===== src/e2g_mul.sv =====
// 64x64 unsigned multiplier built from one 32x32 multiplier that forms the four partial products in turn
module e2g_mul (
  input  logic         clk_i,
  input  logic         rst_ni,
  input  logic         start_i,
  input  logic [63:0]  a_i,
  input  logic [63:0]  b_i,
  output logic         done_o,
  output logic [127:0] p_o
);
  logic [63:0]  a_q, b_q;
  logic [127:0] acc_q, acc_d;
  logic [1:0]   k_q;
  logic         run_q, done_q;
  logic [31:0]  ah, bh;
  logic [63:0]  pp;
  logic [127:0] pp_sh;

  always_comb begin
    ah = k_q[1] ? a_q[63:32] : a_q[31:0];
    bh = k_q[0] ? b_q[63:32] : b_q[31:0];
    pp = 64'(ah) * 64'(bh);
    unique case (k_q)
      2'd0:    pp_sh = 128'(pp);
      2'd3:    pp_sh = 128'(pp) << 64;
      default: pp_sh = 128'(pp) << 32;
    endcase
    acc_d = acc_q + pp_sh;
  end

  always_ff @(posedge clk_i or negedge rst_ni) begin
    if (!rst_ni) begin
      run_q  <= 1'b0;
      done_q <= 1'b0;
      k_q    <= 2'd0;
    end else begin
      done_q <= 1'b0;
      if (start_i) begin
        run_q <= 1'b1;
        k_q   <= 2'd0;
      end else if (run_q) begin
        k_q <= k_q + 2'd1;
        if (k_q == 2'd3) begin
          run_q  <= 1'b0;
          done_q <= 1'b1;
        end
      end
    end
  end

  always_ff @(posedge clk_i) begin
    if (start_i) begin
      a_q   <= a_i;
      b_q   <= b_i;
      acc_q <= '0;
    end else if (run_q) begin
      acc_q <= acc_d;
    end
  end

  assign done_o = done_q;
  assign p_o    = acc_q;
endmodule


===== config.mk =====
export PLATFORM = sky130hd
export DESIGN_NAME = e2g_mul
export DESIGN_NICKNAME = d
export VERILOG_FILES = /design/src/e2g_mul.sv
export SDC_FILE = /design/constraint.sdc
export NUM_CORES = 2
export LEC_CHECK = 0
export BUFFER_PORTS_ARGS = -buffer_cell sky130_fd_sc_hd__buf_2
export CAP_MARGIN = 20
export CORE_ASPECT_RATIO = 2
export CORE_UTILIZATION = 65
export DETAILED_ROUTE_END_ITERATION = 6
export PLACE_DENSITY_LB_ADDON = 0.25
export REMOVE_ABC_BUFFERS = 1
export SYNTH_ARGS = -nofsm -noshare
export SYNTH_HDL_FRONTEND = slang
export SYNTH_SLANG_ARGS = --single-unit

===== constraint.sdc =====
create_clock -name clk_i -period 21.6 [get_ports clk_i]
set_input_delay 4.32 -clock clk_i [delete_from_list [all_inputs] [get_ports clk_i]]
set_output_delay 4.32 -clock clk_i [all_outputs]
set_load 0.02 [all_outputs]

==> results.sh <==
export IMPL_synth_common_cells="897 x fa_1, 896 x inv_1, 816 x nor2_1, 661 x nand2_1, 399 x ha_1"
export IMPL_slew_headroom=0.09202
export IMPL_synth_xor_area_share=0.02930
export IMPL_via_per_inst=6.645
export IMPL_dp_cells=6910
export IMPL_synth_top_family_by_area="adder cells"
export IMPL_dp_final_hpwl_mm=159.5
export IMPL_synth_top_cell_area_share=0.3534
export IMPL_cts_buffers_inserted=29
export IMPL_grt_pass1_wl_mm=310.0
export IMPL_cts_resized=0
export IMPL_finClkSkew_ps=32.69
export IMPL_hold_buffers=0
export IMPL_post_cts_setup_buffers=0
export IMPL_slowest_delay_ps=1120
export IMPL_ctsHtreeMaxLevel=1
export IMPL_track_usage=0.5496
export IMPL_multi_input_area_um2=39990
export IMPL_start_util=0.6589
export IMPL_antenna_found_initial=36
export IMPL_ys_flop_type="edfxtp_1"
export IMPL_post_route_period_util=0.7299
export IMPL_num_fill_cells=6102
export IMPL_clkTransAtPathRegs_ps=70
export IMPL_cp_max_fo=39
export IMPL_finalWorstSetupSlack_ps=5835
export IMPL_ys_seq_elements=260
export IMPL_syn_mean_instance_area_um2=8.723
export IMPL_grt_overflow=0
export IMPL_place_congestion=1.112
export IMPL_synthTopCellsByArea="fa_1 35%, ha_1 9.8%, edfxtp_1 7.6%"
export IMPL_drive_gt1_frac=0.09417
export IMPL_drtPass1Iterations=7
export IMPL_worstPathArrival_ps=16330
export IMPL_worstSetupStartpointType="flop"
export IMPL_synth_warnings=0
export IMPL_utilization=0.7052
export IMPL_die_h_um=397.4
export IMPL_min_period_ps=15770
export IMPL_hold_class="flop to flop"
export IMPL_coreArea_um2=77110
export IMPL_tns_ps=0
export IMPL_stdcell_count=6995
export IMPL_routedWlPerCell_um=29.87
export IMPL_path_class="flop to flop"
export IMPL_synth_area_um2=50810
export IMPL_clockRootBuffer="clkbuf_16"
export IMPL_drc=1
export IMPL_io_pins=260
export IMPL_drt_initial_drc_count=4736
export IMPL_grt_pass1_vias=49642
export IMPL_finalNetCount=7351
export IMPL_setup_viol=0
export IMPL_hold_viol=0
export IMPL_yosys_area_share_adder=0.4517
export IMPL_wl_mm=208.9
export IMPL_synth_seq_area_share=0.1281
export IMPL_clock_sinks=260
export IMPL_grt_max_degree=79
export IMPL_required_ps=22160
export IMPL_clk_latency_ps=680
export IMPL_die_width_um=199.7
export IMPL_yosys_area_share_simple=0.1530
export IMPL_yosysTopAreaCell="fa_1"
export IMPL_portBuffers=259
export IMPL_cp_end_kind="flop"
export IMPL_finalMaxSlewViolations=0
export IMPL_post_place_ws_ps=6627
export IMPL_cts_tree="built"
export IMPL_tightest_slew_ps=1352
export IMPL_synth_area_mux_share=0.03758
export IMPL_areaGrowthSynthToFinish_pct=7.031
export IMPL_cts_buffer_depth=3
export IMPL_rsz0062_at_grt="false"
export IMPL_status="finished with violations"
export IMPL_timing_critical_path_mode_cell="fa_1"
export IMPL_yosysMostFrequentCell="fa_1"
export IMPL_die_area_um2=79360
export IMPL_ys_async_sr_fraction=0.01538
export IMPL_cp_slowest_cell="o32ai_1"
export IMPL_rows=144
export IMPL_synthCells=5825
export IMPL_ant_nets=0
export IMPL_synth_compound_area_frac=0.1114
export IMPL_max_freq_mhz=63.43
export IMPL_via_count=46482
export IMPL_violations="DRC"
export IMPL_cap_violations=0
export IMPL_synth_edf_count=128
export IMPL_seq_area_um2=6518
export IMPL_netlist_cell_type_count=86
## state kept, by name, summed over array words and instances, names as in the netlist
signal  count
done_o      1
run_q       1
a_q        64
k_q         2
p_o       128
b_q        64
## path summary, 6_finish.rpt
check | to | slack (ps) | startpoint | cells past startpoint
worst max-delay path | p_o[120] | 5830 | k_q[0] | 39
worst min register to register | p_o[90] | 490 | p_o[90] | 2
worst max register to register | p_o[120] | 5830 | k_q[0] | 39
worst min-delay path | p_o[90] | 490 | p_o[90] | 2
min in group asynchronous | done_o | 3510 | rst_ni | 1
max in group asynchronous | k_q[1] | 17890 | rst_ni | 1
## layout by cell type (no fill, tap or decap), types with 103 or more instances in the layout
master	n
o21ai_0	193
buf_4	108
fa_1	897
nand2_1	661
dfxtp_1	128
buf_2	258
a21oi_1	274
inv_1	896
ha_1	398
nor2_1	813
a21o_1	103
edfxtp_1	128
## stage by stage
step | hold WS, ps | instance area, µm²
floorplan | 547.6 | 49650
global placement | 462.7 | 53230
detailed placement | 476.7 | 53240
CTS | 487.2 | 54260
global route | 503.2 | 54340
finish | 487.9 | 54380
## critical path, delay by kind of cell (launching register included)
family                   cells  cell delay (ps)
AO/OA/AOI/OAI               14             5120
XOR/XNOR                     1              500
adder cells (fa/ha/maj)     10             4700
buffers and inverters        7             1160
flip-flops                   1              710
multiplexers                 1              850
AND/OR/NAND/NOR              6             2480
## per-layer routing
layer / track usage / wire [µm] / up-vias
met5: 0.02072 / 465 / -
met4: 0.6067 / 30600 / 22
met3: 0.2469 / 27340 / 1713
met2: 0.8261 / 92620 / 3601
met1: 0.5230 / 57920 / 22276
li1: - / - / 18870
## kinds of logic after synthesis
| group | after synthesis |
|---|---|
| XOR/XNOR | 170 |
| multiplexers | 183 |
| adder cells (fa/ha/maj) | 1296 |
| AO/OA/AOI/OAI | 883 |
| AND/OR/NAND/NOR | 1837 |
| buffers and inverters | 1196 |
| flip-flops | 260 |
## layout make-up
| class | instances | area share |
|---|---|---|
| Multi-Input combinational cell | 4369 | 0.7354 |
| Sequential cell | 260 | 0.1198 |
| Inverter | 896 | 0.06184 |
| Timing Repair Buffer | 368 | 0.03941 |
| Tap cell | 1022 | 0.02351 |
| Clock buffer | 34 | 0.01406 |
| Clock inverter | 20 | 0.004763 |
| Antenna cell | 26 | 0.001196 |
Power is left out: the tool's default activity adds up to more than one toggle a clock period on the data nets, which glitch-free logic cannot reach.
