### src/e2g_sqrt.sv
// digit-by-digit integer square root of a 128-bit value, one result bit per cycle
module e2g_sqrt (
  input  logic         clk_i,
  input  logic         rst_ni,
  input  logic         start_i,
  input  logic [127:0] n_i,
  output logic         done_o,
  output logic [63:0]  root_o
);
  logic [127:0] n_q;
  logic [64:0]  rem_q;
  logic [63:0]  root_q;
  logic [66:0]  rem_sh, trial, rem_sub;
  logic         ge;
  logic [5:0]   cnt_q;
  logic         run_q, done_q;

  always_comb begin
    rem_sh  = {rem_q, n_q[127:126]};
    trial   = {1'b0, root_q, 2'b01};
    ge      = rem_sh >= trial;
    rem_sub = rem_sh - trial;
  end

  always_ff @(posedge clk_i or negedge rst_ni) begin
    if (!rst_ni) begin
      run_q  <= 1'b0;
      done_q <= 1'b0;
      cnt_q  <= '0;
    end else begin
      done_q <= 1'b0;
      if (start_i) begin
        run_q <= 1'b1;
        cnt_q <= '0;
      end else if (run_q) begin
        cnt_q <= cnt_q + 6'd1;
        if (cnt_q == 6'd63) begin
          run_q  <= 1'b0;
          done_q <= 1'b1;
        end
      end
    end
  end

  always_ff @(posedge clk_i) begin
    if (start_i) begin
      n_q    <= n_i;
      rem_q  <= '0;
      root_q <= '0;
    end else if (run_q) begin
      n_q    <= {n_q[125:0], 2'b00};
      rem_q  <= ge ? rem_sub[64:0] : rem_sh[64:0];
      root_q <= {root_q[62:0], ge};
    end
  end

  assign done_o = done_q;
  assign root_o = root_q;
endmodule

### config.mk
export PLATFORM = sky130hd
export DESIGN_NAME = e2g_sqrt
export DESIGN_NICKNAME = d
export VERILOG_FILES = /design/src/e2g_sqrt.sv
export SDC_FILE = /design/constraint.sdc
export NUM_CORES = 1
export LEC_CHECK = 0
export BUFFER_PORTS_ARGS = -buffer_cell sky130_fd_sc_hd__buf_2
export CAP_MARGIN = 20
export CORE_AREA = 5 5 192 148
export DETAILED_ROUTE_END_ITERATION = 7
export DIE_AREA = 0 0 197 153
export GPL_TIMING_DRIVEN = 0
export PLACE_DENSITY = 0.92
export SLEW_MARGIN = 0
export SYNTH_ARGS = -nofsm -noshare
export SYNTH_HDL_FRONTEND = slang
export SYNTH_SLANG_ARGS = --single-unit
### constraint.sdc
create_clock -name clk_i -period 4.7 [get_ports clk_i]
set_input_delay 0.235 -clock clk_i [delete_from_list [all_inputs] [get_ports clk_i]]
set_output_delay 0.235 -clock clk_i [all_outputs]
set_load 0.02 [all_outputs]
==> results.json <==
{
  "yosys.cell_types.count": 83,
  "cts_resized": 0,
  "holdWs_ns": 0.00163,
  "post_cts_buffers": 0,
  "syn_area_mm2": 0.0153,
  "io_pins": 196,
  "synth_area_per_cell_um2": 9.77,
  "clockBufferDepth": 3,
  "synthTopCellsByArea": "edfxtp_1 25%, dfxtp_1 17%, mux2_2 9.3%",
  "crit_required_ns": 5.15,
  "num_rows": 52,
  "gr-total-overflow": 0,
  "htreeDepth": 1,
  "core_mm2": 0.0264,
  "top_layer": "met4",
  "status": "finished clean",
  "cts_root_buf": "clkbuf_16",
  "leakage_nw": 8.32,
  "drc": 0,
  "avgViaCountPerCell": 6.28,
  "fp.dieW_um": 197,
  "first_global_vias": 14061,
  "clock-sinks": 265,
  "gp_congestion": 0.958,
  "finalClockSkew_ns": 0.0280,
  "hold_class": "primary input to flop",
  "grt_max_degree": 83,
  "postPlaceCellArea_mm2": 0.0167,
  "die_h_um": 153,
  "setup_viol": 0,
  "routedWlPerCell_um": 23.2,
  "synth_flop_cell": "dfxtp_1",
  "ir_worst_vdd_v": 0.000416,
  "synth_edf_count": 128,
  "finalHoldViolCount": 0,
  "dp_slack_ns": 0.676,
  "worst-slew-pin-transition_ns": 0.999,
  "wl_met1_mm": 19.7,
  "cts.clk_slew.worst_paths_ns": 0.07,
  "fin_cells": 2278,
  "ant_nets": 0,
  "synth_top_area_share_pct": 25.2,
  "p_total_mw": 11.4,
  "nNetsFinal": 2100,
  "ys_warn_count": 0,
  "die_area_mm2": 0.0301,
  "crit_type": "flop to flop",
  "grt_usage_pct": 33.3,
  "place_hpwl_mm": 32.5,
  "synth.net_count": 1759,
  "crit_path_end_kind": "flop",
  "dp_cells": 2107,
  "p_per_area_mw_per_mm2": 606,
  "setup_ws_ns": 0.340,
  "syn_inst": 1561,
  "clk_latency_ns": 0.57,
  "vias": 14307,
  "initial_core_util_pct": 57.7,
  "ys_async_sr_fraction_pct": 3.02,
  "cts_tree": "done",
  "cp-start-kind": "flop",
  "max_freq_mhz": 229,
  "rsz0062_at_grt": "no",
  "wl_met3_mm": 5.43,
  "cts_buffers": 27,
  "cp_data_arrival_time_ns": 4.81,
  "grt_pass1_wl_mm": 79.6,
  "crit_fanout": 10,
  "max-slew-margin-rel_pct": 33.4,
  "layout-drive-gt1-share_pct": 21.7,
  "maxCapViolations": 0,
  "io_buffers": 194,
  "ys_seq_area_share_pct": 43.4,
  "yosys.area.top_type": "edfxtp_1",
  "drt_iter0_drc": 1993,
  "timing.final.crit_share_pct": 92.8,
  "fin_area_mm2": 0.0188,
  "routed_wl_mm": 52.7,
  "synth_seq_cells": 265,
  "dr_wl_met2_mm": 23.8,
  "drt-pass1-iter-count": 6,
  "fin_crit_ns": 4.36,
  "antenna_found_initial": 3,
  "area_growth_pct": 23.3,
  "drv_slew": 0
}
## worst max-delay path, stage by stage, from the launching register on
cell,delay [ns]
dfxtp_1,0.40
inv_1,0.09
ha_1,0.30
clkdlybuf4s15_1,0.34
nand2_1,0.16
o21ai_0,0.14
o21bai_1,0.19
a221oi_1,0.64
a21boi_0,0.32
o211ai_1,0.35
and2_1,0.24
buf_2,0.29
buf_2,0.33
a31oi_1,0.12
o22ai_1,0.32
## routing by layer
layer | vias up | global-route usage [%]
li1 | 6344 | -
met1 | 6711 | 42.8
met2 | 1018 | 52.7
met3 | 234 | 6.36
met4 | 0 | 19.2
met5 | - | 0
## worst paths after layout
kind / start / end / slack, ns / cells past startpoint
max: root_o[11]$_SDFFE_PP0P_ / rem_q[61]$_SDFFE_PP0P_ / 0.34 / 14
min: n_i[17] / n_q[17]$_DFFE_PP_ / 0.002 / 2
max reg2reg: root_o[11]$_SDFFE_PP0P_ / rem_q[61]$_SDFFE_PP0P_ / 0.34 / 14
min reg2reg: rem_q[58]$_SDFFE_PP0P_ / rem_q[58]$_SDFFE_PP0P_ / 0.50 / 2
max in group asynchronous: rst_ni / cnt_q[5]$_DFFE_PN0P_ / 4.44 / 2
min in group asynchronous: rst_ni / done_o$_DFF_PN0_ / 0.06 / 2
## placed cells by master (no fill, tap or decap), types with 15 or more instances in the layout
cell | Yosys | final
a31oi_1 | 19 | 19
nand3_1 | 20 | 20
mux2i_1 | 69 | 69
dfxtp_1 | 129 | 129
inv_1 | 92 | 91
nand4_1 | 26 | 26
nand2_1 | 154 | 154
mux2_2 | 126 | 126
dlygate4sd3_1 | 0 | 117
a21o_1 | 35 | 35
clkbuf_1 | 62 | 66
buf_2 | 9 | 203
edfxtp_1 | 128 | 128
o21ai_0 | 62 | 62
xnor2_1 | 28 | 28
ha_1 | 67 | 67
a21oi_1 | 96 | 96
a311oi_1 | 41 | 41
nor2_1 | 155 | 155
o21bai_1 | 15 | 15
clkbuf_16 | 0 | 27
xor2_1 | 25 | 25
## logic make-up after synthesis
| family | share of synthesized area [%] |
|---|---|
| DFF | 43.4 |
| AOI/OAI and AO/OA | 15.3 |
| muxes | 13.8 |
| and+or+nand+nor | 13.2 |
| buffers and inverters | 5.69 |
| xor gates and xnor gates | 3.04 |
| adders and majority gates | 5.50 |
## flip-flops by register name, summed over array words and instances (netlist names)
register  count
cnt_q         6
done_o        1
n_q         128
rem_q        65
root_o       64
run_q         1
## power by group
group | internal (mW) | switching, mW
sequential | 2.77 | 0.276
combinational | 2.35 | 3.63
clock | 1.31 | 1.05
## layout make-up
cell class	count	area (um2)
diodes	4	10.0
plain buffers	98	523
clock buffers	36	759
clock inverters	14	168
fillers	1841	7610
inverters	92	350
multi-input cells	1106	7760
flip-flops and latches	265	6630
well taps	351	439
repair buffers	312	2170
## timing repair
item | CTS | global route
setup endpoints to repair | 0 | 0
hold endpoints to repair | 121 | 3
hold buffers | 114 | 3
## cell usage after synthesis (all sizes together), types with 5 or more instances
| cell type | count |
|---|---|
| nor2 | 155 |
| edfxtp | 128 |
| nand2b | 7 |
| a31oi | 19 |
| and2 | 11 |
| xor2 | 25 |
| o21bai | 15 |
| buf | 22 |
| o22ai | 6 |
| ha | 67 |
| o211ai | 9 |
| nand4 | 27 |
| nor3 | 13 |
| nand3 | 20 |
| and3 | 13 |
| xnor2 | 28 |
| a21o | 36 |
| nand2 | 155 |
| dfxtp | 129 |
| a211oi | 13 |
| inv | 92 |
| mux2 | 126 |
| nor2b | 13 |
| clkbuf | 72 |
| or3 | 9 |
| dfrtp | 8 |
| o21ai | 63 |
| mux2i | 69 |
| a21oi | 96 |
| a2111oi | 5 |
| a311oi | 41 |
| a21boi | 5 |
## through the flow
step | TNS [ns] | utilization, %
2_1_floorplan | 0 | -
3_3_place_gp | -90.04 | 63.1
3_5_place_dp | 0 | 63.2
4_1_cts | 0 | 71.0
5_1_grt | 0 | 71.2
6_report | 0 | 71.2
Power figures use the tool's default switching activity.
