--- config.mk ---
export PLATFORM = sky130hd
export DESIGN_NAME = e2g_cordic
export DESIGN_NICKNAME = d
export VERILOG_FILES = /design/src/e2g_pkg.sv /design/src/e2g_cordic.sv
export SDC_FILE = /design/constraint.sdc
export NUM_CORES = 2
export LEC_CHECK = 0
export BUFFER_PORTS_ARGS = -buffer_cell sky130_fd_sc_hd__buf_2
export CELL_PAD_IN_SITES_DETAIL_PLACEMENT = 0
export CELL_PAD_IN_SITES_GLOBAL_PLACEMENT = 2
export CORE_MARGIN = 8
export CORE_UTILIZATION = 30
export DETAILED_ROUTE_END_ITERATION = 8
export PLACE_DENSITY_LB_ADDON = 0.12
export REMOVE_ABC_BUFFERS = 1
export SYNTH_ARGS = -nofsm -noshare
export SYNTH_HDL_FRONTEND = slang
export SYNTH_SLANG_ARGS = --single-unit
--- constraint.sdc ---
create_clock -name clk_i -period 20.8 [get_ports clk_i]
set_clock_uncertainty 0.2 [all_clocks]
set_input_delay 4.16 -clock clk_i [delete_from_list [all_inputs] [get_ports clk_i]]
set_output_delay 4.16 -clock clk_i [all_outputs]
set_load 0.005 [all_outputs]
--- src/e2g_pkg.sv ---
// shared types, constants and fixed-point helpers for the geocentric to geodetic converter
package e2g_pkg;

  typedef logic signed [63:0] q_t;

  localparam int QF = 46;
  localparam q_t ONE_Q = 64'sh0000_4000_0000_0000;
  localparam q_t TWO_Q = 64'sh0000_8000_0000_0000;
  localparam q_t SATV  = 64'sh7FFF_FFFF_FFFF_FFFF;
  localparam logic [63:0] TOL_RAW = 64'd70;
  localparam logic [63:0] NORM_HI = 64'h1000_0000_0000_0000;
  localparam logic [63:0] NORM_LO = 64'h0400_0000_0000_0000;

  localparam logic [1:0] REG_SEMI_MAJOR = 2'd0;
  localparam logic [1:0] REG_SEMI_MINOR = 2'd1;
  localparam logic [1:0] REG_ECC_SQ     = 2'd2;

  localparam logic [1:0] STAT_OK       = 2'd0;
  localparam logic [1:0] STAT_SINGULAR = 2'd1;
  localparam logic [1:0] STAT_ZERO_SUM = 2'd2;

  localparam logic [31:0] ANG_MAX  = 32'h7FFF_FFFF;
  localparam logic [31:0] ANG_QTR  = 32'h4000_0000;
  localparam logic [31:0] ANG_HALF = 32'h8000_0000;
  localparam logic signed [39:0] H_MAX = 40'sh7F_FFFF_FFFF;
  localparam logic signed [39:0] H_MIN = 40'sh80_0000_0000;

  typedef enum logic [4:0] {
    ST_IDLE, ST_MXX, ST_MYY, ST_MZZ, ST_SQP, ST_SQR, ST_LON, ST_DST, ST_DCT,
    ST_ST2, ST_K1, ST_K2, ST_IS1, ST_IS2, ST_C1, ST_C2, ST_C3, ST_D1, ST_D2,
    ST_W1, ST_W2, ST_W3, ST_W4, ST_H1, ST_H2, ST_H3, ST_RK1, ST_RK2, ST_LAT
  } seq_state_e;

  typedef enum logic [1:0] {
    COR_IDLE, COR_NORM, COR_ROT
  } cor_state_e;

  function automatic logic [63:0] q_mag(input q_t v);
    return v[63] ? 64'(-v) : 64'(v);
  endfunction

  function automatic q_t q_sadd(input q_t a, input q_t b);
    logic signed [64:0] s;
    s = 65'(a) + 65'(b);
    if (s > 65'(SATV)) return SATV;
    if (s < -65'(SATV)) return -SATV;
    return s[63:0];
  endfunction

  function automatic q_t q_ssub(input q_t a, input q_t b);
    logic signed [64:0] s;
    s = 65'(a) - 65'(b);
    if (s > 65'(SATV)) return SATV;
    if (s < -65'(SATV)) return -SATV;
    return s[63:0];
  endfunction

  // rescale a 128-bit magnitude product back to q46 with saturation
  function automatic q_t q_fix(input logic [127:0] w, input logic neg);
    logic [63:0] v;
    v = w[109:46];
    if ((|w[127:110]) || v[63]) v = 64'(SATV);
    return neg ? -q_t'(v) : q_t'(v);
  endfunction

  function automatic logic signed [39:0] sat40(input q_t v);
    if (v > 64'(H_MAX)) return H_MAX;
    if (v < 64'(H_MIN)) return H_MIN;
    return v[39:0];
  endfunction

  function automatic logic [31:0] atan_lut(input logic [4:0] i);
    logic [31:0] r;
    unique case (i)
      5'd0:  r = 32'h20000000; 5'd1:  r = 32'h12E4051E; 5'd2:  r = 32'h09FB385B;
      5'd3:  r = 32'h051111D4; 5'd4:  r = 32'h028B0D43; 5'd5:  r = 32'h0145D7E1;
      5'd6:  r = 32'h00A2F61E; 5'd7:  r = 32'h00517C55; 5'd8:  r = 32'h0028BE53;
      5'd9:  r = 32'h00145F2F; 5'd10: r = 32'h000A2F98; 5'd11: r = 32'h000517CC;
      5'd12: r = 32'h00028BE6; 5'd13: r = 32'h000145F3; 5'd14: r = 32'h0000A2FA;
      5'd15: r = 32'h0000517D; 5'd16: r = 32'h000028BE; 5'd17: r = 32'h0000145F;
      5'd18: r = 32'h00000A30; 5'd19: r = 32'h00000518; 5'd20: r = 32'h0000028C;
      5'd21: r = 32'h00000146; 5'd22: r = 32'h000000A3; 5'd23: r = 32'h00000051;
      5'd24: r = 32'h00000029; 5'd25: r = 32'h00000014; 5'd26: r = 32'h0000000A;
      5'd27: r = 32'h00000005; 5'd28: r = 32'h00000003; 5'd29: r = 32'h00000001;
      5'd30: r = 32'h00000001; default: r = 32'h00000000;
    endcase
    return r;
  endfunction

endpackage

--- src/e2g_cordic.sv ---
// vectoring cordic giving atan2 as a binary angle, normalise then 32 rotations
module e2g_cordic (
  input  logic              clk_i,
  input  logic              rst_ni,
  input  logic              start_i,
  input  e2g_pkg::q_t       x_i,
  input  e2g_pkg::q_t       y_i,
  output logic              done_o,
  output logic [31:0]       angle_o
);
  import e2g_pkg::*;

  cor_state_e state_q, state_d;
  q_t          x_q, y_q, x_d, y_d, dx, dy;
  logic [31:0] z_q, z_d;
  logic [4:0]  i_q, i_d;
  logic        done_d, done_q;

  always_ff @(posedge clk_i or negedge rst_ni) begin
    if (!rst_ni) begin
      state_q <= COR_IDLE;
      done_q  <= 1'b0;
      i_q     <= '0;
    end else begin
      state_q <= state_d;
      done_q  <= done_d;
      i_q     <= i_d;
    end
  end

  always_ff @(posedge clk_i) begin
    x_q <= x_d;
    y_q <= y_d;
    z_q <= z_d;
  end

  always_comb begin
    state_d = state_q;
    x_d     = x_q;
    y_d     = y_q;
    z_d     = z_q;
    i_d     = i_q;
    done_d  = 1'b0;
    dx      = x_q >>> i_q;
    dy      = y_q >>> i_q;
    unique case (state_q)
      COR_IDLE: begin
        if (start_i) begin
          x_d     = x_i;
          y_d     = y_i;
          z_d     = '0;
          state_d = COR_NORM;
        end
      end
      COR_NORM: begin
        priority if (x_q == '0 && y_q == '0) begin
          done_d  = 1'b1;
          state_d = COR_IDLE;
        end else if (q_mag(x_q) >= NORM_HI || q_mag(y_q) >= NORM_HI) begin
          x_d = x_q >>> 1;
          y_d = y_q >>> 1;
        end else if (q_mag(x_q) < NORM_LO && q_mag(y_q) < NORM_LO) begin
          x_d = x_q <<< 1;
          y_d = y_q <<< 1;
        end else begin
          // fold the left half plane onto the right one
          if (x_q[63]) begin
            x_d = -x_q;
            y_d = -y_q;
            z_d = ANG_HALF;
          end
          i_d     = '0;
          state_d = COR_ROT;
        end
      end
      COR_ROT: begin
        if (!y_q[63] && y_q != '0) begin
          x_d = x_q + dy;
          y_d = y_q - dx;
          z_d = z_q + atan_lut(i_q);
        end else if (y_q[63]) begin
          x_d = x_q - dy;
          y_d = y_q + dx;
          z_d = z_q - atan_lut(i_q);
        end
        i_d = i_q + 5'd1;
        if (i_q == 5'd31) begin
          done_d  = 1'b1;
          state_d = COR_IDLE;
        end
      end
      default: state_d = COR_IDLE;
    endcase
  end

  assign done_o  = done_q;
  assign angle_o = z_q;
endmodule

==> run summary <==
Initial core utilization - 30.20%
F_max - 95.76 MHz
FF-to-FF setup slack - 10360 ps
Max-slew headroom - 20.87%
Status - finished clean
Per-cell routed wire length - 29.13 um
Critical path origin - i_q[2]
Crit path max-delay cell type - buf_4
EDFF count, synth - 160
Fin Hold WS - 400.2 ps
CTS sink count - 168
Slew Limit Fails - 0
Crit path DAT - 10670 ps
Area delta synth->final - 6.863%
Top cell type's share of synthesized area - 12.89%
Critical R2R Launch - i_q[2]
Syn Area/Cell - 7.233 um2
Die height - 368.5 um
Worst hold path class - flip-flop to flip-flop
Period utilisation layout - 50.20%
Startpoint types - flip-flop
R2r worst-path depth - 27
Largest cells by area after synthesis - edfxtp_1 (13%), ha_1 (8.5%), mux4_2 (6.9%), nor2_1 (6.3%), a21oi_1 (6.3%)
Setup CP Type - flip-flop to flip-flop
First-pass GRT wire length - 280300 um
Yosys warning count - 0
Worst Path Required - 21020 ps
Crit-path max cell delay - 990 ps
R2R Path End - x_q[63]
Crit path max-delay family - compound AO/OA/AOI/OAI gates
Vias in the first global route - 39038
Crit path max fanout - 69
Fillers - 13678
Worst-margin pin slew - 1183 ps
Hold Crit Start - state_q[0]
Post-CTS Setup Inserts - 0
Total track usage - 27.25%
Post-Synthesis Cells - 5155
Crit path depth - 27
# rows - 129
Setup Viol. Count Final - 0
Setup tns final - 0 ps
DR iter-0 viols - 4004
Post-route DRC - 0
PostCTS Resize Cnt - 0
Clock latency on the worst-skew pair - 580 ps
Die footprint - 135800 um2
Fin. Hold Viols - 0
Post-Route WL - 193900 um
DPL Wire Length - 148400 um
Remaining antenna violation count after routing - 0
Clock period minus worst slack - 10440 ps
Clock tree root driver cell - clkbuf_16
Critical Path End Type - flip-flop
Cell Count, Final, Fillers Out - 6656
Seq/Total Area, Yosys - 13.42%
Unrepaired setup endpoints after global routing - false
Drt pass-1 iters - 6
Placed cells - 6623
Grt total ovfl - 0
Port Buf Inserts - 163
Vias per inst - 6.071
I/O Pins - 164
Post-CTS Hold Buffers - 0
Worst-path clk slew - 90 ps
Pin count of the biggest net entering global routing - 107
Via count - 40406
Clock Path Buffers - 2
Most used DFF post-synth - edfxtp_1
Chip width - 368.5 um
Cell area after synthesis - 37280 um2
Asr flop ratio synth - 4.762%
CTS Buf Count - 17
Final RePlAce weighted congestion - 0.9500
TritonCTS clock tree - yes
Max Cap Viol - 0
CORE AREA - 123500 um2
Post-layout util - 32.27%
Nets@finish - 5393
Share of post-route cells with drive strength above 1 - 11.50%
#FFs+latches synth - 168
Synth area leader - edfxtp_1
H-tree levels - 4
Library cells used by synthesis - 104
Worst path bufs/invs - 2
Initial antenna violation count - 3
Critical path endpoint - x_q[63]
==> cell families after synthesis <==
logic type	after synthesis	share of synthesized area (%)
AOI/OAI and AO/OA	1600	27.88
DFF	168	13.42
adders and majority gates	257	8.705
buffers and inverters	627	6.725
muxes	339	13.15
xor gates and xnor gates	293	6.883
and+or+nand+nor	1871	23.24
==> layer usage <==
layer / track usage (%) / up-vias / routed length [um]
met4: 8.656 / 2 / 6483
met5: 0 / - / 13
li1: - / 18748 / -
met2: 43.97 / 1510 / 87730
met3: 3.675 / 223 / 11210
met1: 37.50 / 19923 / 88420
==> cell usage after synthesis, types with 27 or more instances <==
| cell | instances |
|---|---|
| buf_1 | 53 |
| buf_2 | 61 |
| o211ai_1 | 56 |
| or4_1 | 30 |
| xnor2_1 | 189 |
| nor2b_1 | 48 |
| nand2b_1 | 54 |
| edfxtp_1 | 160 |
| or3_1 | 53 |
| o22ai_1 | 63 |
| clkbuf_1 | 309 |
| a21o_1 | 73 |
| mux4_2 | 114 |
| inv_1 | 179 |
| nand2_1 | 617 |
| a221oi_1 | 65 |
| nor4_1 | 41 |
| o21a_1 | 49 |
| o21bai_1 | 43 |
| a211oi_1 | 63 |
| a22oi_1 | 31 |
| ha_1 | 253 |
| nand3_1 | 97 |
| nand4_1 | 44 |
| or2_2 | 27 |
| mux2i_1 | 158 |
| a311oi_1 | 29 |
| xor2_1 | 104 |
| o21ai_0 | 309 |
| a21oi_1 | 467 |
| o31ai_1 | 33 |
| a31oi_1 | 73 |
| nor2_1 | 629 |
| nor3_1 | 90 |
| mux2_2 | 67 |
==> worst min-delay path by stage <==
| stage | to | cells past startpoint |
|---|---|---|
| global route | state_q[0] | 1 |
| finish | state_q[0] | 1 |
| global placement | state_q[0] | 1 |
| floorplan | state_q[0] | 1 |
| detailed placement | state_q[0] | 1 |
| CTS | state_q[0] | 1 |
==> layout make-up <==
cell class | count | area [um2] | share of cell area [%]
multi-input cells | 4360 | 29850 | 74.92
flip-flops and latches | 168 | 5024 | 12.61
well taps | 1637 | 2048 | 5.141
repair buffers | 270 | 1632 | 4.095
inverters | 188 | 708.2 | 1.777
clock buffers | 19 | 432.9 | 1.087
clock inverters | 13 | 143.9 | 0.3611
diodes | 1 | 2.502 | 0.006281
==> sequential cells by signal (all words and copies together) (netlist names) <==
signal   cells
x_q         64
y_q         64
angle_o     32
i_q          5
state_q      2
done_o       1
==> layout by cell type, fill, tap and decap left out, types with 20 or more instances in the layout <==
cell / instances
mux2_2: 67
o31ai_1: 33
a22oi_1: 31
nor3_1: 88
or2_2: 27
o21ai_0: 308
nor2_1: 628
nor2b_1: 48
ha_1: 250
buf_4: 106
buf_2: 163
and3_1: 22
o21a_1: 49
a22o_1: 20
a311oi_1: 29
o22ai_1: 63
edfxtp_1: 160
a21oi_1: 467
or4_1: 30
and2_1: 26
a21o_1: 73
a221oi_1: 65
or3_1: 53
a222oi_1: 20
nor4_1: 40
nand2_1: 615
a211oi_1: 63
xor2_1: 104
o211ai_1: 56
nand2b_1: 54
mux4_2: 114
nand3_1: 97
nand4_1: 44
mux2i_1: 158
o21bai_1: 43
a31oi_1: 73
o221ai_1: 26
xnor2_1: 189
inv_1: 176
==> metrics by stage <==
step	setup WS, ps	cell area (um2)
6_report	10360	39840
4_1_cts	10420	39840
2_1_floorplan	6760	35480
5_1_grt	9443	39840
3_3_place_gp	10370	39260
3_5_place_dp	10450	39260
Power is left out: the tool's default activity adds up to more than one toggle a clock period on the data nets, which glitch-free logic cannot reach.
