`config.mk`:
```
export PLATFORM = sky130hd
export DESIGN_NAME = e2g_div
export DESIGN_NICKNAME = d
export VERILOG_FILES = /design/src/e2g_pkg.sv /design/src/e2g_div.sv
export SDC_FILE = /design/constraint.sdc
export NUM_CORES = 1
export LEC_CHECK = 0
export ABC_AREA = 1
export BUFFER_PORTS_ARGS = -buffer_cell sky130_fd_sc_hd__buf_2
export CELL_PAD_IN_SITES_DETAIL_PLACEMENT = 0
export CELL_PAD_IN_SITES_GLOBAL_PLACEMENT = 2
export CORE_MARGIN = 2
export CORE_UTILIZATION = 32
export DETAILED_ROUTE_END_ITERATION = 6
export GPL_ROUTABILITY_DRIVEN = 0
export PLACE_DENSITY = 0.92
export SYNTH_ARGS = -nofsm -noshare
export SYNTH_HDL_FRONTEND = slang
export SYNTH_SLANG_ARGS = --single-unit
export TNS_END_PERCENT = 50
```
`constraint.sdc`:
```
create_clock -name clk_i -period 6.3 [get_ports clk_i]
set_clock_uncertainty 0.2 [all_clocks]
set_input_delay 0.945 -clock clk_i [delete_from_list [all_inputs] [get_ports clk_i]]
set_output_delay 0.945 -clock clk_i [all_outputs]
set_load 0.02 [all_outputs]
```
`src/e2g_pkg.sv`:
```
// shared types, constants and fixed-point helpers for the geocentric to geodetic converter
package e2g_pkg;

  typedef logic signed [63:0] q_t;

  localparam int QF = 46;
  localparam q_t ONE_Q = 64'sh0000_4000_0000_0000;
  localparam q_t TWO_Q = 64'sh0000_8000_0000_0000;
  localparam q_t SATV  = 64'sh7FFF_FFFF_FFFF_FFFF;
  localparam logic [63:0] TOL_RAW = 64'd70;
  localparam logic [63:0] NORM_HI = 64'h1000_0000_0000_0000;
  localparam logic [63:0] NORM_LO = 64'h0400_0000_0000_0000;

  localparam logic [1:0] REG_SEMI_MAJOR = 2'd0;
  localparam logic [1:0] REG_SEMI_MINOR = 2'd1;
  localparam logic [1:0] REG_ECC_SQ     = 2'd2;

  localparam logic [1:0] STAT_OK       = 2'd0;
  localparam logic [1:0] STAT_SINGULAR = 2'd1;
  localparam logic [1:0] STAT_ZERO_SUM = 2'd2;

  localparam logic [31:0] ANG_MAX  = 32'h7FFF_FFFF;
  localparam logic [31:0] ANG_QTR  = 32'h4000_0000;
  localparam logic [31:0] ANG_HALF = 32'h8000_0000;
  localparam logic signed [39:0] H_MAX = 40'sh7F_FFFF_FFFF;
  localparam logic signed [39:0] H_MIN = 40'sh80_0000_0000;

  typedef enum logic [4:0] {
    ST_IDLE, ST_MXX, ST_MYY, ST_MZZ, ST_SQP, ST_SQR, ST_LON, ST_DST, ST_DCT,
    ST_ST2, ST_K1, ST_K2, ST_IS1, ST_IS2, ST_C1, ST_C2, ST_C3, ST_D1, ST_D2,
    ST_W1, ST_W2, ST_W3, ST_W4, ST_H1, ST_H2, ST_H3, ST_RK1, ST_RK2, ST_LAT
  } seq_state_e;

  typedef enum logic [1:0] {
    COR_IDLE, COR_NORM, COR_ROT
  } cor_state_e;

  function automatic logic [63:0] q_mag(input q_t v);
    return v[63] ? 64'(-v) : 64'(v);
  endfunction

  function automatic q_t q_sadd(input q_t a, input q_t b);
    logic signed [64:0] s;
    s = 65'(a) + 65'(b);
    if (s > 65'(SATV)) return SATV;
    if (s < -65'(SATV)) return -SATV;
    return s[63:0];
  endfunction

  function automatic q_t q_ssub(input q_t a, input q_t b);
    logic signed [64:0] s;
    s = 65'(a) - 65'(b);
    if (s > 65'(SATV)) return SATV;
    if (s < -65'(SATV)) return -SATV;
    return s[63:0];
  endfunction

  // rescale a 128-bit magnitude product back to q46 with saturation
  function automatic q_t q_fix(input logic [127:0] w, input logic neg);
    logic [63:0] v;
    v = w[109:46];
    if ((|w[127:110]) || v[63]) v = 64'(SATV);
    return neg ? -q_t'(v) : q_t'(v);
  endfunction

  function automatic logic signed [39:0] sat40(input q_t v);
    if (v > 64'(H_MAX)) return H_MAX;
    if (v < 64'(H_MIN)) return H_MIN;
    return v[39:0];
  endfunction

  function automatic logic [31:0] atan_lut(input logic [4:0] i);
    logic [31:0] r;
    unique case (i)
      5'd0:  r = 32'h20000000; 5'd1:  r = 32'h12E4051E; 5'd2:  r = 32'h09FB385B;
      5'd3:  r = 32'h051111D4; 5'd4:  r = 32'h028B0D43; 5'd5:  r = 32'h0145D7E1;
      5'd6:  r = 32'h00A2F61E; 5'd7:  r = 32'h00517C55; 5'd8:  r = 32'h0028BE53;
      5'd9:  r = 32'h00145F2F; 5'd10: r = 32'h000A2F98; 5'd11: r = 32'h000517CC;
      5'd12: r = 32'h00028BE6; 5'd13: r = 32'h000145F3; 5'd14: r = 32'h0000A2FA;
      5'd15: r = 32'h0000517D; 5'd16: r = 32'h000028BE; 5'd17: r = 32'h0000145F;
      5'd18: r = 32'h00000A30; 5'd19: r = 32'h00000518; 5'd20: r = 32'h0000028C;
      5'd21: r = 32'h00000146; 5'd22: r = 32'h000000A3; 5'd23: r = 32'h00000051;
      5'd24: r = 32'h00000029; 5'd25: r = 32'h00000014; 5'd26: r = 32'h0000000A;
      5'd27: r = 32'h00000005; 5'd28: r = 32'h00000003; 5'd29: r = 32'h00000001;
      5'd30: r = 32'h00000001; default: r = 32'h00000000;
    endcase
    return r;
  endfunction

endpackage

```
`src/e2g_div.sv`:
```
// radix-2 restoring divider, 128-bit dividend by 64-bit divisor, saturating quotient
module e2g_div (
  input  logic         clk_i,
  input  logic         rst_ni,
  input  logic         start_i,
  input  logic [127:0] n_i,
  input  logic [63:0]  d_i,
  output logic         done_o,
  output logic [63:0]  q_o
);
  import e2g_pkg::*;

  logic [127:0] nq_q;
  logic [63:0]  r_q, d_q, r_d;
  logic [64:0]  r_sh, r_sub;
  logic         bad_q, ge;
  logic [6:0]   cnt_q;
  logic         run_q, done_q;

  always_comb begin
    r_sh  = {r_q, nq_q[127]};
    r_sub = r_sh - {1'b0, d_q};
    ge    = r_sh >= {1'b0, d_q};
    r_d   = ge ? r_sub[63:0] : r_sh[63:0];
  end

  always_ff @(posedge clk_i or negedge rst_ni) begin
    if (!rst_ni) begin
      run_q  <= 1'b0;
      done_q <= 1'b0;
      cnt_q  <= '0;
    end else begin
      done_q <= 1'b0;
      if (start_i) begin
        run_q <= 1'b1;
        cnt_q <= '0;
      end else if (run_q) begin
        cnt_q <= cnt_q + 7'd1;
        if (cnt_q == 7'd127) begin
          run_q  <= 1'b0;
          done_q <= 1'b1;
        end
      end
    end
  end

  always_ff @(posedge clk_i) begin
    if (start_i) begin
      nq_q  <= n_i;
      r_q   <= '0;
      d_q   <= d_i;
      bad_q <= (d_i == 64'd0) || d_i[63];
    end else if (run_q) begin
      nq_q <= {nq_q[126:0], ge};
      r_q  <= r_d;
    end
  end

  // quotient above the q46 range saturates, as does a zero divisor or one with bit 63 set
  assign q_o    = (bad_q || (|nq_q[127:63])) ? 64'(SATV) : nq_q[63:0];
  assign done_o = done_q;
endmodule

```
==> results.json, run 1 <==
{
  "dp_hpwl_mm": 45.3,
  "clock_path_buffers": 3,
  "hold_viol": 0,
  "synth_top_family_by_area": "simple AND/OR/NAND/NOR gates",
  "tightestPinTransition_ps": 1130,
  "ys_types": 41,
  "ys_ff_latch": 266,
  "detail-route-antenna-nets": 0,
  "powerDensity_nw_per_um2": 219,
  "finalMaxSlewViolations": 0,
  "ys_top_cells_by_area": "edfxtp_1, nand2_1, inv_1, dfxtp_1, ha_1",
  "reg2reg_to": "r_q[17]",
  "drt_iter0_drc": 1162,
  "cts_max_level": 2,
  "critical_path.cell_chain": "inv_1, nand4_1, nor4_1, nand4_1, nor4_4, buf_4, nand2_1, buf_2",
  "wl_met1_mm": 25.8,
  "dr_wl_met2_mm": 25.4,
  "drt-vias-per-instance": 4.69,
  "wl_per_cell_um": 16.3,
  "synthesis.area_um2": 17700,
  "r2r.worst_path.cells": 15,
  "setup_viol": 0,
  "r2r_start": "d_q[1]",
  "cts_made_buffers": 34,
  "dieArea_um2": 57300,
  "drt_wl_total_mm": 57.5,
  "cts_tree": "yes",
  "hold_path.class": "input port to async pin",
  "p_sw_uw": 1160,
  "initial_core_util": 0.323,
  "highest_layer": "met5",
  "synth_seq_area_share": 0.412,
  "muxShareOfSynthArea": 0,
  "post-cts-setup-buffers": 0,
  "crit_required_ps": 5150,
  "rsz0062_at_grt": "no",
  "wl_met3_mm": 4.16,
  "path_class": "flip-flop to output port",
  "layout-drive-gt1-share": 0.123,
  "p_int_uw": 3390,
  "synth_simple_gate_area_frac": 0.328,
  "tns_ps": 0,
  "synth_ff_type": "edfxtp_1",
  "clock_sinks": 266,
  "period_needed_ps": 4080,
  "synthAdderAreaFrac": 0.0470,
  "route.detailed.drc": 0,
  "dieHeight_um": 239,
  "p_comb_frac": 0.118,
  "cpMaxStageDelayCell": "buf_4",
  "fin_area_um2": 20700,
  "synth_compound_area_frac": 0.0607,
  "maxSlewHeadroom": 0.246,
  "placed_area_um2": 19600,
  "grt_pass1_wl_mm": 89.4,
  "worstPathMaxFanout": 63,
  "postSynthCellCount": 2568,
  "synthXorXnorAreaFrac": 0.0153,
  "synth_warnings": 0,
  "synth_nets": 2829,
  "ir_drop_mv": 0.195,
  "vias": 16600,
  "grt_usage": 0.200,
  "p_leak_uw": 0.0108,
  "firstDrtPassIters": 7,
  "startpoint_type": "flip-flop",
  "synth-async-reset-ratio": 0.0338,
  "yosysTopAreaCell": "edfxtp_1",
  "fin_nets": 3061,
  "r2r_setup_slack_ps": 2300,
  "maxCapViolCount": 0,
  "cts.repair.resized": 0,
  "grt-ovfl-total": 0,
  "crit_path_frequent_cell": "nand4_1",
  "fp.dieW_um": 239,
  "grt_max_degree": 254,
  "crit_path_end_kind": "output port",
  "cts-root-buf": "clkbuf_16",
  "period_share": 0.647,
  "placementRows": 86,
  "arrival_ps": 2930,
  "swShare": 0.255,
  "pwr-share-clk": 0.430,
  "core_area_um2": 54900,
  "syn_area_per_cell_um2": 6.90,
  "clk_pin_slew_ps": 60,
  "synth_enable_flop_cells": 193,
  "antenna_found_initial": 14,
  "fmax_ghz": 0.245,
  "pin_count": 260,
  "max_stage_delay_ps": 550,
  "portBuffers": 258,
  "synth_top_area_frac": 0.327,
  "hold_buffers": 0,
  "p_seq_frac": 0.452,
  "syn_to_final_growth_pct": 17.0,
  "clk_latency_ps": 540,
  "status": "finished, final reports clean",
  "first_global_vias": 16400
}
[per-layer routing]
metal  GRT usage  up-vias
li1            -     8439
met1       0.262     7535
met2       0.321      479
met3      0.0483      109
met4      0.0716       22
met5           0        -
[logic make-up (layout without fill, tap and decap cells)]
kind of cell,Yosys count,in the layout
adder cells (fa/ha/maj),66,66
XOR/XNOR,31,31
flip-flops,266,266
buffers and inverters,607,864
AND/OR/NAND/NOR,1389,1389
AO/OA/AOI/OAI,208,208
other,1,5
[worst max path at each step]
stage	startpoint	to	depth (start not counted)
2_1_floorplan	start_i	nq_q[0]	4
4_1_cts	nq_q[104]	q_o[51]	8
3_3_place_gp	d_q[1]	r_q[9]	15
6_report	nq_q[116]	q_o[51]	8
3_5_place_dp	d_q[1]	r_q[17]	15
5_1_grt	nq_q[104]	q_o[51]	8
[metrics by stage]
step                       util  cells  hold slack (ps)  setup slack [ps]  total power (uW)
after global routing      0.378   3530             51.0              1940              4770
after global placement    0.357   3468              241              2300              2620
final                     0.378   3533             50.0              2220              4550
after CTS                 0.378   3529             29.7              2090              4610
after floorplan               -   2568              226               444              2420
after detailed placement  0.357   3468              253              2280              2630
[final cells by class]
| class | count | area [um2] |
|---|---|---|
| Multi-Input combinational cell | 1695 | 8030 |
| Sequential cell | 266 | 7300 |
| Inverter | 538 | 2020 |
| Timing Repair Buffer | 265 | 1370 |
| Clock buffer | 51 | 965 |
| Clock inverter | 10 | 153 |
| Fill cell | 6070 | 34100 |
| Tap cell | 704 | 881 |
| Antenna cell | 4 | 10.0 |
[power groups by stage]
stage	sequential [uW]	combinational, uW	clock, uW
4_1_cts	2060	543	2010
3_5_place_dp	2090	539	0
6_report	2060	539	1950
2_1_floorplan	2080	344	0
3_3_place_gp	2090	537	0
5_1_grt	2070	615	2080
[synth_stat cells (2+ instances only)]
cell type / number
a21o_1: 2
a21oi_1: 58
buf_2: 7
buf_4: 10
buf_6: 11
clkbuf_1: 40
dfrtp_1: 9
dfxtp_1: 64
edfxtp_1: 193
ha_1: 65
inv_1: 534
inv_2: 3
nand2_1: 992
nand2_2: 8
nand3_1: 149
nand3_2: 4
nand3b_1: 35
nand4_1: 28
nor2_1: 103
nor2_2: 11
nor3_1: 20
nor4_1: 30
o21ai_0: 119
o21ai_1: 17
o21bai_1: 9
or2_2: 3
xnor2_1: 28
xor2_1: 3
[registers in the layout, summed over array words and instances (netlist names)]
signal / count
bad_q: 1
nq_q: 128
cnt_q: 7
d_q: 64
run_q: 1
done_o: 1
r_q: 64
[critical path, delay by kind of cell, from the launching register on]
family | cells | cell delay (ps)
buf+inv | 3 | 850
simple gates | 5 | 1170
flops | 1 | 350
[placed cells by master (no fill, tap or decap), drive strengths merged]
master,count
fa,1
a22o,1
a21oi,58
o21bai,9
dfxtp,64
and2,2
dfrtp,9
nand4,28
bufinv,3
nor2,115
nand3,153
xnor2,28
nor4,31
a31oi,1
o21ai,136
xor2,3
o21a,1
a21o,2
nand2,1001
conb,1
nor3b,1
edfxtp,193
clkinv,5
or2,3
diode,4
nand3b,35
ha,65
clkinvlp,1
inv,539
nor3,20
buf,265
clkbuf,51
No activity file was read; power rests on OpenSTA's default activity.
==> run 2, diff against run 1 <==
clock period = 4.1 ns   (was 6.3 ns; I/O delays follow)
==> results.json, run 2 (synthesis results as in run 1) <==
{
  "tns_ps": 0,
  "fin_nets": 3117,
  "antenna_found_initial": 8,
  "rsz0062_at_grt": "no",
  "clk_pin_slew_ps": 60,
  "critical_path.cell_chain": "nor4_1, nand4_1, nor4_4, buf_4, nand2_1, buf_2",
  "maxSlewHeadroom": 0.433,
  "initial_core_util": 0.323,
  "p_int_uw": 4940,
  "route.detailed.drc": 0,
  "cts_made_buffers": 31,
  "r2r.worst_path.cells": 16,
  "cts-root-buf": "clkbuf_16",
  "pin_count": 260,
  "grt_max_degree": 119,
  "endpoint": "q_o[58]",
  "r2r_start": "d_q[31]",
  "reg.largest.list": "nq_q x128, d_q x64, r_q x64",
  "setup_viol": 0,
  "dieArea_um2": 57300,
  "path_class": "flip-flop to output port",
  "r2r_setup_slack_ps": 760,
  "grt-ovfl-total": 0,
  "swShare": 0.267,
  "hold_depth": 1,
  "p_leak_uw": 0.0109,
  "post-cts-setup-buffers": 0,
  "max_stage_delay_ps": 550,
  "cts.repair.resized": 0,
  "crit_required_ps": 3280,
  "p_sw_uw": 1800,
  "crit_buf_inv": 2,
  "firstDrtPassIters": 7,
  "maxCapViolCount": 0,
  "fmax_ghz": 0.262,
  "wl_per_cell_um": 16.3,
  "cts_tree": "yes",
  "grt_usage": 0.203,
  "top_register": "nq_q",
  "dieHeight_um": 239,
  "startpoint_type": "flip-flop",
  "first_global_vias": 16700,
  "crit_path_end_kind": "output port",
  "holdWs_ps": 28.6,
  "clock_sinks": 266,
  "hold_path.class": "input port to flip-flop",
  "cpMaxStageDelayCell": "buf_4",
  "fp.dieW_um": 239,
  "p_seq_frac": 0.468,
  "layout_commonest_cell": "nand2_1",
  "drt_wl_total_mm": 58.6,
  "largest_register_ffs": 128,
  "dp_hpwl_mm": 46.3,
  "mostFrequentLayoutCells": "nand2_1, inv_1, buf_2",
  "layout.cells.non_filler": 3588,
  "status": "finished, final reports clean",
  "powerDensity_nw_per_um2": 318,
  "placed_cells": 3474,
  "cpLargestDelayFamily": "simple AND/OR/NAND/NOR gates",
  "vias": 16800,
  "hold_viol": 0,
  "detail-route-antenna-nets": 0,
  "grt_pass1_wl_mm": 91.9,
  "tightestPinTransition_ps": 851,
  "drt-vias-per-instance": 4.70,
  "portBuffers": 258,
  "clock_path_buffers": 3,
  "layout-drive-gt1-share": 0.123,
  "p_comb_frac": 0.130,
  "arrival_ps": 3010,
  "period_share": 0.932,
  "drt_iter0_drc": 1177,
  "placementRows": 86,
  "clk_latency_ps": 600,
  "worstPathMaxFanout": 63,
  "cp_num_cells": 6,
  "syn_to_final_growth_pct": 19.7,
  "cts_max_level": 1,
  "reg2reg_to": "r_q[11]",
  "period_needed_ps": 3820,
  "pwr-share-clk": 0.402,
  "critPathLaunch": "nq_q[103]",
  "finalMaxSlewViolations": 0,
  "ir_drop_mv": 0.295,
  "core_area_um2": 54900
}
[run 2: worst register-to-register path, stage by stage, from the launching register on]
cell,delay [ps]
edfxtp_1,330
inv_1,70
ha_1,400
nand2_1,120
nor2_1,270
inv_1,110
nor2_1,250
nand2_1,200
nor2_2,180
nand3_1,110
nand2_2,100
nor2_4,50
nand2_4,270
buf_12,270
nand2_1,100
nand3_1,70
o21ai_0,90
[run 2: metrics by stage]
step / setup WS [ps] / total power (uW) / utilization / instance area [um2]
after global placement: 806 / 4030 / 0.359 / 19700
after detailed placement: 839 / 4050 / 0.359 / 19700
after global routing: 104 / 7060 / 0.386 / 21200
final: 277 / 6740 / 0.386 / 21200
after floorplan: 590 / 3720 / - / 17700
after CTS: 185 / 6820 / 0.386 / 21200
[run 2: routing by layer]
| layer | GRT usage | vias to the layer above | part of all wire |
|---|---|---|---|
| met4 | 0.0623 | 8 | 0.029 |
| met1 | 0.273 | 7729 | 0.46 |
| li1 | - | 8552 | - |
| met3 | 0.0342 | 93 | 0.063 |
| met2 | 0.335 | 465 | 0.45 |
| met5 | 0 | - | 0.00085 |
[run 2: worst min path at each step]
| stage | from | end | slack (ps) |
|---|---|---|---|
| after detailed placement | cnt_q[5] | cnt_q[5] | 250 |
| final | d_i[13] | d_q[13] | 30 |
| after CTS | d_i[20] | d_q[20] | 2 |
| after floorplan | rst_ni | cnt_q[0] | 120 |
| after global placement | cnt_q[5] | cnt_q[5] | 240 |
| after global routing | d_i[50] | d_q[50] | 7 |
[run 2: power by group through the flow]
stage               Sequential [uW]  Clock (uW)  Combinational, uW
finish                         3160        2710                877
global route                   3180        2890                993
CTS                            3160        2790                881
detailed placement             3210           0                834
global placement               3210           0                827
floorplan                      3190           0                528
[run 2: layout make-up]
cell class / instances / area [um2]
Antenna cell: 3 / 7.51
Tap cell: 704 / 881
Clock inverter: 15 / 139
Fill cell: 5936 / 33700
Clock buffer: 43 / 851
Inverter: 538 / 2020
Sequential cell: 266 / 7300
Timing Repair Buffer: 324 / 1980
Multi-Input combinational cell: 1695 / 8020
[run 2: what timing repair did]
action / in CTS / in global routing
setup endpoints to repair: 0 / 0
hold buffers: 53 / 0
hold endpoints to repair: 61 / 0
==> run 3, diff against run 2 <==
ABC_AREA = unset   (was 1)
CORE_UTILIZATION = 36   (was 32)
==> results.json, run 3 <==
{
  "status": "finished, final reports clean",
  "crit_path_end_kind": "flip-flop",
  "route.detailed.drc": 0,
  "arrival_ps": 4100,
  "cts-root-buf": "clkbuf_16",
  "detail-route-antenna-nets": 0,
  "drt_wl_total_mm": 43.8,
  "core_area_um2": 42900,
  "grt-busiest-layer": "met2",
  "p_leak_uw": 0.00762,
  "tightestPinTransition_ps": 979,
  "fin_util": 0.441,
  "p_seq_frac": 0.476,
  "finalMaxSlewViolations": 0,
  "p_int_uw": 5160,
  "synth_ff_type": "edfxtp_1",
  "seq_area_um2": 7310,
  "startpoint_type": "flip-flop",
  "ys_top_cells_by_area": "edfxtp_1, mux2_2, dfxtp_1, ha_1, nand2_1",
  "synth_common_cells": "edfxtp_1, nand2_1, mux2_2",
  "fin_area_um2": 18900,
  "clk_pin_slew_ps": 60,
  "syn_to_final_growth_pct": 21.4,
  "placementRows": 76,
  "placed_area_um2": 17500,
  "top_register": "nq_q",
  "layout_commonest_cell": "buf_2",
  "cts_tree": "yes",
  "p_comb_frac": 0.100,
  "reg.largest.list": "nq_q x128, d_q x64, r_q x64",
  "pwr-share-clk": 0.424,
  "tns_ps": 0,
  "multi_input_area_um2": 7580,
  "yosys.cell_count.top_type": "edfxtp_1",
  "yosysTopAreaCell": "edfxtp_1",
  "synth_nets": 1768,
  "fmax_ghz": 0.261,
  "setup_viol": 0,
  "fill_cells": 4170,
  "hold_viol": 0,
  "synth_warnings": 0,
  "syn_area_per_cell_um2": 10.3,
  "mostFrequentLayoutCells": "buf_2, edfxtp_1, nand2_1",
  "swShare": 0.233,
  "grt_pass1_wl_mm": 68.7,
  "drt-vias-per-instance": 5.23,
  "postSynthCellCount": 1507,
  "vias": 12500,
  "power_uw": 6730,
  "dp_hpwl_mm": 33.0,
  "ys_ff_latch": 266,
  "antenna_found_initial": 0,
  "worstPathMaxFanout": 19,
  "critPathLaunch": "d_q[10]",
  "fp.dieW_um": 212,
  "synth_top_area_frac": 0.372,
  "first_global_vias": 12500,
  "clock_path_buffers": 3,
  "crit_required_ps": 4370,
  "period_needed_ps": 3830,
  "grt_use_met2": 0.308,
  "dieArea_um2": 45000,
  "grtUsageMet1": 0.267,
  "grt_usage": 0.191,
  "maxCapViolCount": 0,
  "place_ws_ps": 227,
  "hold_path.class": "input port to flip-flop",
  "synth_enable_flop_cells": 193,
  "wl_per_cell_um": 18.3,
  "ir_drop_mv": 0.342,
  "synth_seq_area_share": 0.468,
  "pin_count": 260,
  "maxSlewHeadroom": 0.348,
  "drt_iter0_drc": 809,
  "cts_max_level": 1,
  "portBuffers": 258,
  "clock_sinks": 266,
  "firstDrtPassIters": 5,
  "fin_ws_ps": 274,
  "fin_nets": 2046,
  "holdCritStartpoint": "d_i[32]",
  "r2r_start": "d_q[10]",
  "cts_made_buffers": 31,
  "post-cts-setup-buffers": 0,
  "period_share": 0.933,
  "path_class": "flip-flop to flip-flop",
  "powerDensity_nw_per_um2": 355,
  "synth-async-reset-ratio": 0.0338,
  "grtUsageMet3": 0.0291,
  "layout-drive-gt1-share": 0.310,
  "initial_core_util": 0.364,
  "ys_types": 76,
  "synthesis.area_um2": 15600,
  "rsz0062_at_grt": "no",
  "grt_max_degree": 134,
  "p_sw_uw": 1570,
  "grt-ovfl-total": 0,
  "largest_register_ffs": 128,
  "dieHeight_um": 212,
  "clk_latency_ps": 590
}
==> run 3: cell types whose count changed in the layout (fill, tap and decap cells not counted), sizes merged, moves of 20 or more <==
cell	change
a311oi	+48
or2	+64
nand3b	-33
mux2	+128
nand2	-850
o21ai	-84
nand3	-129
inv	-454
buf	+23
a21oi	+32
a21o	+28
dlygate4sd3	-20
==> run 3: timing repair <==
item | CTS | global route
setup endpoints to repair | 0 | 11
hold buffers | 32 | 1
resized for setup | 0 | 2
endpoints found under the hold margin | 40 | 1
==> run 3: worst paths after layout <==
kind,end,slack (ps),cells after the start
worst max-delay path,r_q[48],270,13
worst min-delay path,d_q[32],30,1
worst max register to register,r_q[48],270,13
worst min register to register,r_q[22],290,2
max in group asynchronous,run_q,3230,2
min in group asynchronous,cnt_q[1],260,2
==> run 3: stage by stage <==
| stage | hold slack [ps] | cells |
|---|---|---|
| after floorplan | 119 | 1507 |
| after global placement | 278 | 2304 |
| after detailed placement | 283 | 2304 |
| after CTS | 0.203 | 2393 |
| after global routing | 5.92 | 2394 |
| final | 26.7 | 2395 |
==> run 3: power by group through the flow <==
stage	registers, uW	clock network, uW	logic [uW]
2_1_floorplan	3210	0	417
3_3_place_gp	3250	0	639
3_5_place_dp	3260	0	646
4_1_cts	3200	2920	675
5_1_grt	3220	3030	746
6_report	3200	2850	673
==> run 3: kinds of logic after synthesis <==
family / after synthesis / share of synthesized area
simple gates: 488 / 0.155
compound gates: 326 / 0.149
flops: 266 / 0.468
buf+inv: 171 / 0.0463
mux: 132 / 0.0950
fa+ha+maj: 66 / 0.0534
xor+xnor: 57 / 0.0320
other cells: 1 / 0.000241
==> run 3: area by class of cell <==
class / instances / share of cell area
antenna: 1 / 0.000132
clock buffer: 41 / 0.0435
clock inverter: 16 / 0.0115
inverter: 89 / 0.0178
multi-input combinational: 1070 / 0.401
sequential: 266 / 0.386
tap: 585 / 0.0387
timing repair buffer: 327 / 0.102
==> run 3: layer usage <==
layer | wire length, um | share of wire | vias up
met2 | 20700 | 0.47 | 279
met4 | 803 | 0.018 | 0
met5 | 0 | 0 | -
met1 | 20400 | 0.47 | 6075
li1 | - | - | 6116
met3 | 1970 | 0.045 | 50
==> run 3: critical path: stages (launching register included) <==
cell       delay [ps]
edfxtp_1          320
inv_1              40
ha_1              400
a21oi_2           210
o21ai_2            90
or3_1             370
o21ba_1           250
o2111ai_2         260
nand3_2           180
a2111o_2          560
nand2_8           190
buf_4             280
nand2_1            80
a311oi_1          290
